===== src/rtl/core/ffba_ram.sv =====
// ffba_ram: generic simple dual-port RAM, one write port, one registered read port.
// No dependencies.
`timescale 1ns / 1ps
`default_nettype none

module ffba_ram #(
  parameter int WIDTH = 8,
  parameter int DEPTH = 16
) (
  input  wire logic                     clk,
  input  wire logic                     we,
  input  wire logic [$clog2(DEPTH)-1:0] waddr,
  input  wire logic [WIDTH-1:0]         wdata,
  input  wire logic                     re,
  input  wire logic [$clog2(DEPTH)-1:0] raddr,
  output logic      [WIDTH-1:0]         rdata
);

  logic [WIDTH-1:0] mem [DEPTH];

  always_ff @(posedge clk) begin
    if (we) begin
      mem[waddr] <= wdata;
    end
    if (re) begin
      rdata <= mem[raddr];
    end
  end

endmodule

`default_nettype wire


===== config.mk =====
export PLATFORM = sky130hd
export DESIGN_NAME = ffba_ram
export DESIGN_NICKNAME = d
export VERILOG_FILES = /design/src/rtl/core/ffba_ram.sv
export SDC_FILE = /design/constraint.sdc
export NUM_CORES = 1
export LEC_CHECK = 0
export BUFFER_PORTS_ARGS = -buffer_cell sky130_fd_sc_hd__buf_4
export CORE_ASPECT_RATIO = 1.2
export CORE_MARGIN = 3
export CORE_UTILIZATION = 54
export DETAILED_ROUTE_END_ITERATION = 7
export PLACE_DENSITY = 0.76
export SKIP_CTS_REPAIR_TIMING = 1
export SYNTH_ARGS = -nofsm -noshare
export SYNTH_HDL_FRONTEND = slang
export SYNTH_SLANG_ARGS = --single-unit

===== constraint.sdc =====
create_clock -name clk -period 1.7 [get_ports clk]
set_input_delay 0.255 -clock clk [delete_from_list [all_inputs] [get_ports clk]]
set_output_delay 0.255 -clock clk [all_outputs]
set_load 0.03 [all_outputs]

==> results.md, run 1 <==
- Dpl cells: roughly 400
- GRT Residual Overflow: 0
- CP Data Arrival Time: about 1800 ps
- Skew-Pair Late Insertion Delay: 520 ps
- Post-layout min period: between 1500 and 2000 ps
- Initial antenna violation count: 0
- Post-DP HPWL: between 6000 and 7000 µm
- # rows: 38
- Hold crit path type: in2reg
- Reg2reg end: rdata[2]
- Via density: between 6 and 7
- Internal Power: approximately 0.0063 W
- Area Overhead vs Synth: 22.6%
- Maxcap violations: 0
- Crit. End Element: flop
- Pwr dens: approximately 1200 nW/µm²
- Worst-path cell chain: mux4_1, a22oi_1, nand2_1
- Clock power share: 46.5%
- Setup TNS: 0 ps
- WHS Path Cells: 1
- Final WS setup: approximately 150 ps
- CP bufs+invs: 0
- Crit. Startpoint: mem[0][2]
- Worst Setup Path Type: reg2reg
- Slew Viols, Final: 0
- Hold Path End: mem[3][5]
- Seq cells post-synth: about 140
- Least-Margin Pin Slew: between 300 and 400 ps
- Post-synthesis sequential area ratio: 78.1%
- Ports: 27
- Nets@finish: 317
- Kind of start point of the critical path: flop
- Residual DRC: 0
- Netlist cell types: 18
- ANT cells: 0
- Final setup viols: 0
- Worst endpoint required time: between 1500 and 2000 ps
- F_max: roughly 650 MHz
- Fin cells: 431
- Critical R2R Launch: mem[0][2]
- GPL Wtd Cong: between 0.7 and 0.8
- Clk slew on worst S/H paths: around 60 ps
- Power Total: between 0.007 and 0.008 W
- Initial core utilization: a little under three fifths
- Comb pwr share: 5.4%
- Commonest non-fill, non-tap cell in the layout: edfxtp_1
- Worst reg2reg path depth: 3
- Period utilisation layout: between 90% and 100%
- Crit Path Max Fanout: 1
- Fraction of layout cells with a size suffix above 1: 35.0%
- CP top delay family: multiplexers
- RSZ-0062 raised after global routing: no
- Cell taking the most area after synthesis: edfxtp_1
- CP max-delay cell: mux4_1
- Syn Area/Cell: roughly 23 µm²
- Sequential Power Share: between 40% and 50%
- Synth area leaders: edfxtp_1 78%, mux4_2 7.8%, mux4_1 7.0%
- Num CTS Buffers: 17
- DP Area: between 5000 and 6000 µm²
- Largest net degree at the start of global routing: 19
- Design area: about 6400 µm²
- Maximum VDD drop: 1.17 mV
- H-tree depth: 4
- Die W: 95.8 µm
- Critical path's largest stage delay: between 500 and 600 ps
- Final hold vios: 0
- LEAKAGE: between 2 and 2.5 nW
- Status: finished clean
- Sw Share: between 10% and 20%
- Port bufs: 26
- Initial DRC Count: between 200 and 300
- Clock Tree Buf Depth: 2
- Share of the synthesized area in the top cell type: around four fifths
- Rel. slew slack: 74.3%
- First-pass GRT wire length: between 15000 and 20000 µm
- Mapped Cells: 229
- Drt first pass iters: 6
- Reg-to-reg slack, setup: 150 ps
- Die H: around 110 µm
- DRT antenna net count: 0
- Syn. warnings: 0
- Switching pwr: between 0.0015 and 0.002 W
- Vias in the first global route: ~2700
- Routed vias: between 2000 and 3000
- CTS tree: yes
- Post-synthesis instance area: 5230 µm²
- Worst slack, placed: -121 ps
- Post-DR wirelength/cell: between 20 and 25 µm
- Setup skew after layout: between 5 and 6 ps
- Syn Nets: about 250
- Area of the core: between 9000 and 10000 µm²
- Sink Count: 136
- Die area: 10900 µm²
- GR Util All Layers: 21.4%
- Hold Path Origin: wdata[5]
- Most frequent cells in the layout: 136 x edfxtp_1, 55 x buf_4, 18 x mux4_2, 16 x a22oi_1, 16 x clkbuf_16
- Root buf cell: clkbuf_8
- Total wire length: about 10000 µm
-- power by group through the flow --
| stage | Combinational (W) | Clock [W] | Sequential [W] |
|---|---|---|---|
| floorplan | 0.000191 | 0 | 0.00390 |
| global placement | 0.000414 | 0 | 0.00386 |
| detailed placement | 0.000424 | 0 | 0.00387 |
| CTS | 0.000431 | 0.00373 | 0.00380 |
| global route | 0.000457 | 0.00387 | 0.00381 |
| finish | 0.000427 | 0.00368 | 0.00380 |
-- routing by layer --
| layer | share of wire, % | vias up | global-route usage (%) | routed length [µm] |
|---|---|---|---|---|
| met5 | 0 | - | 0 | 0 |
| met4 | 2.2 | 0 | 7.78 | 225 |
| met3 | 6.8 | 24 | 7.52 | 707 |
| met2 | 52 | 135 | 33.4 | 5380 |
| met1 | 39 | 1318 | 28.0 | 4050 |
| li1 | - | 1119 | - | - |
-- sequential cells by signal, summed over array words and instances (netlist names) --
register  cells
mem         128
rdata         8
-- how the worst max path moves through the flow --
stage | depth (start not counted) | end
2_1_floorplan | 5 | rdata[1]
5_1_grt | 3 | rdata[2]
4_1_cts | 3 | rdata[2]
3_5_place_dp | 5 | rdata[1]
6_report | 3 | rdata[2]
3_3_place_gp | 5 | rdata[1]
-- logic make-up after synthesis --
kind of cell,share of synthesized area (%)
DFF,78.1
and+or+nand+nor,3.14
muxes,14.8
AOI/OAI and AO/OA,2.30
buffers and inverters,1.65
-- cell usage after synthesis (all sizes together) --
library cell and number:
a22oi 16, and2 1, and2b 1, buf 7, clkdlybuf4s25 3, edfxtp 136
mux4 32, nand2 9, nand2b 2, nand3 1, nand3b 2, nor2 13
nor2b 1, nor3 4, or3b 1
-- worst reg2reg max path, cell delays in order, from the launching register on --
cell and delay (ps):
edfxtp_1 420, mux4_1 550, a22oi_1 250, nand2_1 80
-- per-stage QoR --
step	hold slack (ps)	util [%]
global route	13.3	69.5
floorplan	354	-
CTS	2.30	69.5
detailed placement	558	63.0
finish	29.0	69.5
global placement	546	63.0
-- layout make-up --
class	count	area [µm²]
multi-input cells	83	1060
repair buffers	60	513
flip-flops and latches	136	4080
clock inverters	13	179
clock buffers	19	422
well taps	120	150
fillers	556	2810
(Power assumes the default switching activity.)
==> inputs of run 2 (changes only) <==
--- a/config.mk
+++ b/config.mk
@@ -10,6 +10,7 @@
 export CORE_MARGIN = 3
 export CORE_UTILIZATION = 54
+export CTS_CLUSTER_DIAMETER = 80
 export DETAILED_ROUTE_END_ITERATION = 7
-export PLACE_DENSITY = 0.76
+export PLACE_DENSITY = 0.85
 export SKIP_CTS_REPAIR_TIMING = 1
 export SYNTH_ARGS = -nofsm -noshare
==> constraint.sdc (replaced) <==
create_clock -name clk -period 1.7 [get_ports clk]
set_input_delay 0.34 -clock clk [delete_from_list [all_inputs] [get_ports clk]]
set_output_delay 0.34 -clock clk [all_outputs]
set_load 0.03 [all_outputs]
==> run 2 against run 1 <==
Die area stayed put. Sequential cell count unchanged. Cell area is 1.3% lower. Clock skew is essentially flat. Setup slack improved by 29 ps. Non-clock buffer count is 9 lower. Largest cell class unchanged. Highest routed layer unchanged.
==> results.md, run 2 (synthesis gave the netlist of run 1 again) <==
- Status: finished clean
- Rel. slew slack: about 74%
- Final setup viols: 0
- Area Overhead vs Synth: 21.0%
- Power Total: roughly 0.0079 W
- Nets@finish: just over 300
- Worst endpoint required time: between 1500 and 2000 ps
- Port bufs: 26
- Vias in the first global route: between 2000 and 3000
- Commonest non-fill, non-tap cell in the layout: edfxtp_1
- CTS tree: yes
- Hold crit path type: in2reg
- Max reg flops: between 100 and 150
- Post-DP HPWL: ~6500 µm
- Final WS setup: 184 ps
- Slew Viols, Final: 0
- RSZ-0062 raised after global routing: no
- Met3 WL post-DR: 715 µm
- Least-Margin Pin Slew: between 300 and 400 ps
- F_max: 660 MHz
- Post-layout min period: 1520 ps
- Skew-Pair Late Insertion Delay: around 520 ps
- Maximum VDD drop: 0.962 mV
- ANT cells: 0
- Period utilisation layout: between 80% and 90%
- Critical path's largest stage delay: 580 ps
- GRT Residual Overflow: 0
- First-pass GRT wire length: roughly 17000 µm
- Worst Setup Path Type: reg2reg
- Setup skew after layout: 4.99 ps
- Area of the core: about 9200 µm²
- Clock Tree Buf Depth: 2
- # rows: 38
- Fillers: approximately 560
- Ports: 27
- Die area: 10900 µm²
- Worst-path cell chain: mux4_1, a22oi_1, nand2_1
- Drt first pass iters: 6
- Root buf cell: clkbuf_8
- H-tree depth: 4
- Initial DRC Count: just over 200
- Total wire length: between 10000 and 15000 µm
- Die W: around 96 µm
- Via density: ~6
- Crit Path Max Fanout: 1
- Regs by FF count: mem (128), rdata (8)
- Clk slew on worst S/H paths: 60 ps
- Die H: ~110 µm
- M1 WL: around 4000 µm
- Crit. End Element: flop
- Most frequent cells in the layout: 136 x edfxtp_1, 47 x buf_4, 18 x mux4_2, 16 x a22oi_1, 16 x clkbuf_16
- GR Util All Layers: about 23%
- Initial core utilization: 56.7%
- Pwr dens: between 1000 and 1500 nW/µm²
- Met2 WL: just under 6000 µm
- Initial antenna violation count: 0
- Kind of start point of the critical path: flop
- Fraction of layout cells with a size suffix above 1: between 30 and 40%
- Largest net degree at the start of global routing: 17
- Routed vias: roughly 2500
- Num CTS Buffers: 17
- Worst slack, placed: -117 ps
- Highest routed layer: met4
- Multi-input gate area: around 1100 µm²
- Top reg by flops: mem
- Residual DRC: 0
- Final hold vios: 0
- Setup TNS: 0 ps
- LEAKAGE: roughly 2.2 nW
- CP max-delay cell: mux4_1
- Post-DR wirelength/cell: 25.6 µm
- Register area: 4080 µm²
- CP Data Arrival Time: 1790 ps
- Sink Count: ~140
- GPL Wtd Cong: around 0.74
- Maxcap violations: 0
- DRT antenna net count: 0
[run 2: cell count changes in the layout (fill, tap and decap cells not counted)]
cell | before | now
clkinv_4 | 2 | 1
clkbuf_1 | 2 | 0
buf_4 | 55 | 47
clkinv_2 | 3 | 5
buf_12 | 5 | 4
clkinv_1 | 1 | 2
[run 2: worst paths after layout]
path / start / end / slack (ps) / depth (start not counted)
hold / removal: re / rdata[7] / 100 / 1
hold reg to reg: mem[13][3] / rdata[3] / 750 / 3
setup reg to reg: mem[9][4] / rdata[4] / 180 / 3
setup / recovery: mem[9][4] / rdata[4] / 180 / 3
[run 2: stage by stage]
| step | cells | instance area, µm² | utilization (%) | hold WS [ps] |
|---|---|---|---|---|
| floorplan | 229 | 5230 | - | 439 |
| global placement | 390 | 5730 | 62.1 | 634 |
| detailed placement | 390 | 5730 | 62.1 | 640 |
| CTS | 422 | 6330 | 68.6 | 86.3 |
| global route | 422 | 6330 | 68.6 | 94.0 |
| finish | 422 | 6330 | 68.6 | 105 |
[run 2: worst max-delay path: cells and delay by family (launching register included)]
kind / cells / cell delay (ps)
multiplexers: 1 / 580
AO/OA/AOI/OAI: 1 / 200
flip-flops: 1 / 420
AND/OR/NAND/NOR: 1 / 60
[run 2: area by class of cell]
type | count | area share (%)
well taps | 120 | 2.37
repair buffers | 51 | 6.84
clock inverters | 15 | 2.91
flip-flops and latches | 136 | 64.5
multi-input cells | 83 | 16.8
clock buffers | 17 | 6.55
[run 2: report_power, final]
group	internal, W	total [W]	switching, W
clock	0.00235	0.00368	0.00133
combinational	0.000184	0.000414	0.000230
sequential	0.00378	0.00380	0.0000230
[run 2: layer usage]
layer  vias to the layer above  global-route usage, %
met5                         -                      0
met4                         0                   10.1
met3                        23                   5.47
met2                       124                   37.0
met1                      1287                   28.6
li1                       1104                      -
==> inputs of run 3 (changes only) <==
CORE_UTILIZATION = 40   (was 54)
PLACE_DENSITY = 0.69   (was 0.85)
==> run 3 against run 2 <==
Setup slack gained 40 ps. First-iteration DRC count shrank 33%. Fmax grew 2.7%. Routed wire length shrank 5.1%. Largest power group is now clock. Highest routed layer unchanged.
==> results.md, run 3 (synthesis gave the netlist of run 1 again) <==
- Routed vias: ~2400
- RSZ-0062 raised after global routing: no
- Largest net degree at the start of global routing: 23
- Status: finished clean
- Worst endpoint required time: ~1900 ps
- ANT cells: 0
- Total wire length: 10200 µm
- Final hold vios: 0
- Skew-Pair Late Insertion Delay: 410 ps
- GPL Wtd Cong: between 0.7 and 0.8
- Nets@finish: between 300 and 400
- Period utilisation layout: 86.8%
- Area of the core: around 13000 µm²
- Post-DP HPWL: 6630 µm
- Initial DRC Count: roughly 140
- Worst Setup Path Type: reg2reg
- Most frequent cells in the layout: 136 x edfxtp_1, 51 x buf_4, 18 x mux4_2, 17 x clkbuf_16, 16 x a22oi_1
- Initial antenna violation count: 0
- Rel. slew slack: a little under three fifths
- Top reg by flops: mem
- F_max: approximately 680 MHz
- Commonest non-fill, non-tap cell in the layout: edfxtp_1
- Pwr dens: about 1300 nW/µm²
- Regs by FF count: mem (128), rdata (8)
- DRT antenna net count: 0
- Die H: 131 µm
- Kind of start point of the critical path: flop
- GR Util All Layers: between 15 and 20%
- Num CTS Buffers: 17
- Fraction of layout cells with a size suffix above 1: between 30% and 40%
- # rows: 45
- Die W: 110 µm
- Maximum VDD drop: just over 0.7 mV
- CP Data Arrival Time: around 1600 ps
- Max reg flops: around 130
- Final core utilization: approximately half
- Worst hold slack: 231 ps
- Design area: approximately 6500 µm²
- Root buf cell: clkbuf_16
- Via density: a little over 5
- Hold crit path type: in2reg
- Clock Tree Buf Depth: 2
- Setup skew after layout: 7.41 ps
- Fillers: between 1000 and 1500
- Residual DRC: 0
- Initial core utilization: between 40 and 50%
- Die area: roughly 14000 µm²
- Crit Path Max Fanout: 1
- Post-layout min period: between 1000 and 1500 ps
- Sink Count: around 140
- Port bufs: 26
- Crit. End Element: flop
- Setup TNS: 0 ps
- Drt first pass iters: 4
- Maxcap violations: 0
- CTS tree: yes
- GRT Residual Overflow: 0
- H-tree depth: 4
- Post-DR wirelength/cell: between 20 and 25 µm
- Ports: 27
- Slew Viols, Final: 0
- DP Area: approximately 5800 µm²
- Final setup viols: 0
- Vias in the first global route: roughly 2700
- Least-Margin Pin Slew: roughly 640 ps
- LEAKAGE: between 2 and 2.5 nW
- Area Overhead vs Synth: 23.8%
- First-pass GRT wire length: about 16000 µm
- Clk slew on worst S/H paths: approximately 60 ps
==> run 3: final timing paths <==
| path | startpoint | endpoint | slack, ps | cells past startpoint |
|---|---|---|---|---|
| setup / recovery | mem[2][5] | rdata[5] | 220 | 3 |
| hold / removal | re | rdata[7] | 230 | 1 |
| setup reg to reg | mem[2][5] | rdata[5] | 220 | 3 |
| hold reg to reg | mem[14][1] | rdata[1] | 740 | 3 |
==> run 3: final cells by class <==
cell class                      instances  area [µm²]  share of cell area (%)
Tap cell                              164         205                    3.17
Multi-Input combinational cell         83        1060                    16.4
Clock inverter                         14         229                    3.54
Sequential cell                       136        4080                    63.1
Clock buffer                           18         429                    6.63
Timing Repair Buffer                   55         463                    7.15
==> run 3: critical path: stages, from the launching register on <==
cell and delay (ps):
edfxtp_1 370, mux4_1 510, a22oi_1 260, nand2_1 80
==> run 3: metal layers <==
| layer | part of all wire, % | GRT usage (%) |
|---|---|---|
| met5 | 0 | 0 |
| met3 | 4.9 | 4.62 |
| met1 | 42 | 20.2 |
| met2 | 51 | 24.1 |
| met4 | 1.4 | 6.16 |
==> run 3: report_power, final <==
part / total [W] / internal, W / switching [W] / leakage [nW]
clock: 0.00405 / 0.00273 / 0.00131 / 0.311
sequential: 0.00380 / 0.00378 / 0.0000196 / 1.24
combinational: 0.000412 / 0.000184 / 0.000228 / 0.667
==> run 3: through the flow <==
stage	power, W	instances	setup WS (ps)
final	0.00826	470	224
after global routing	0.00850	470	146
after CTS	0.00832	470	227
after detailed placement	0.00429	438	-115
after global placement	0.00427	438	-84.8
after floorplan	0.00409	229	77.6
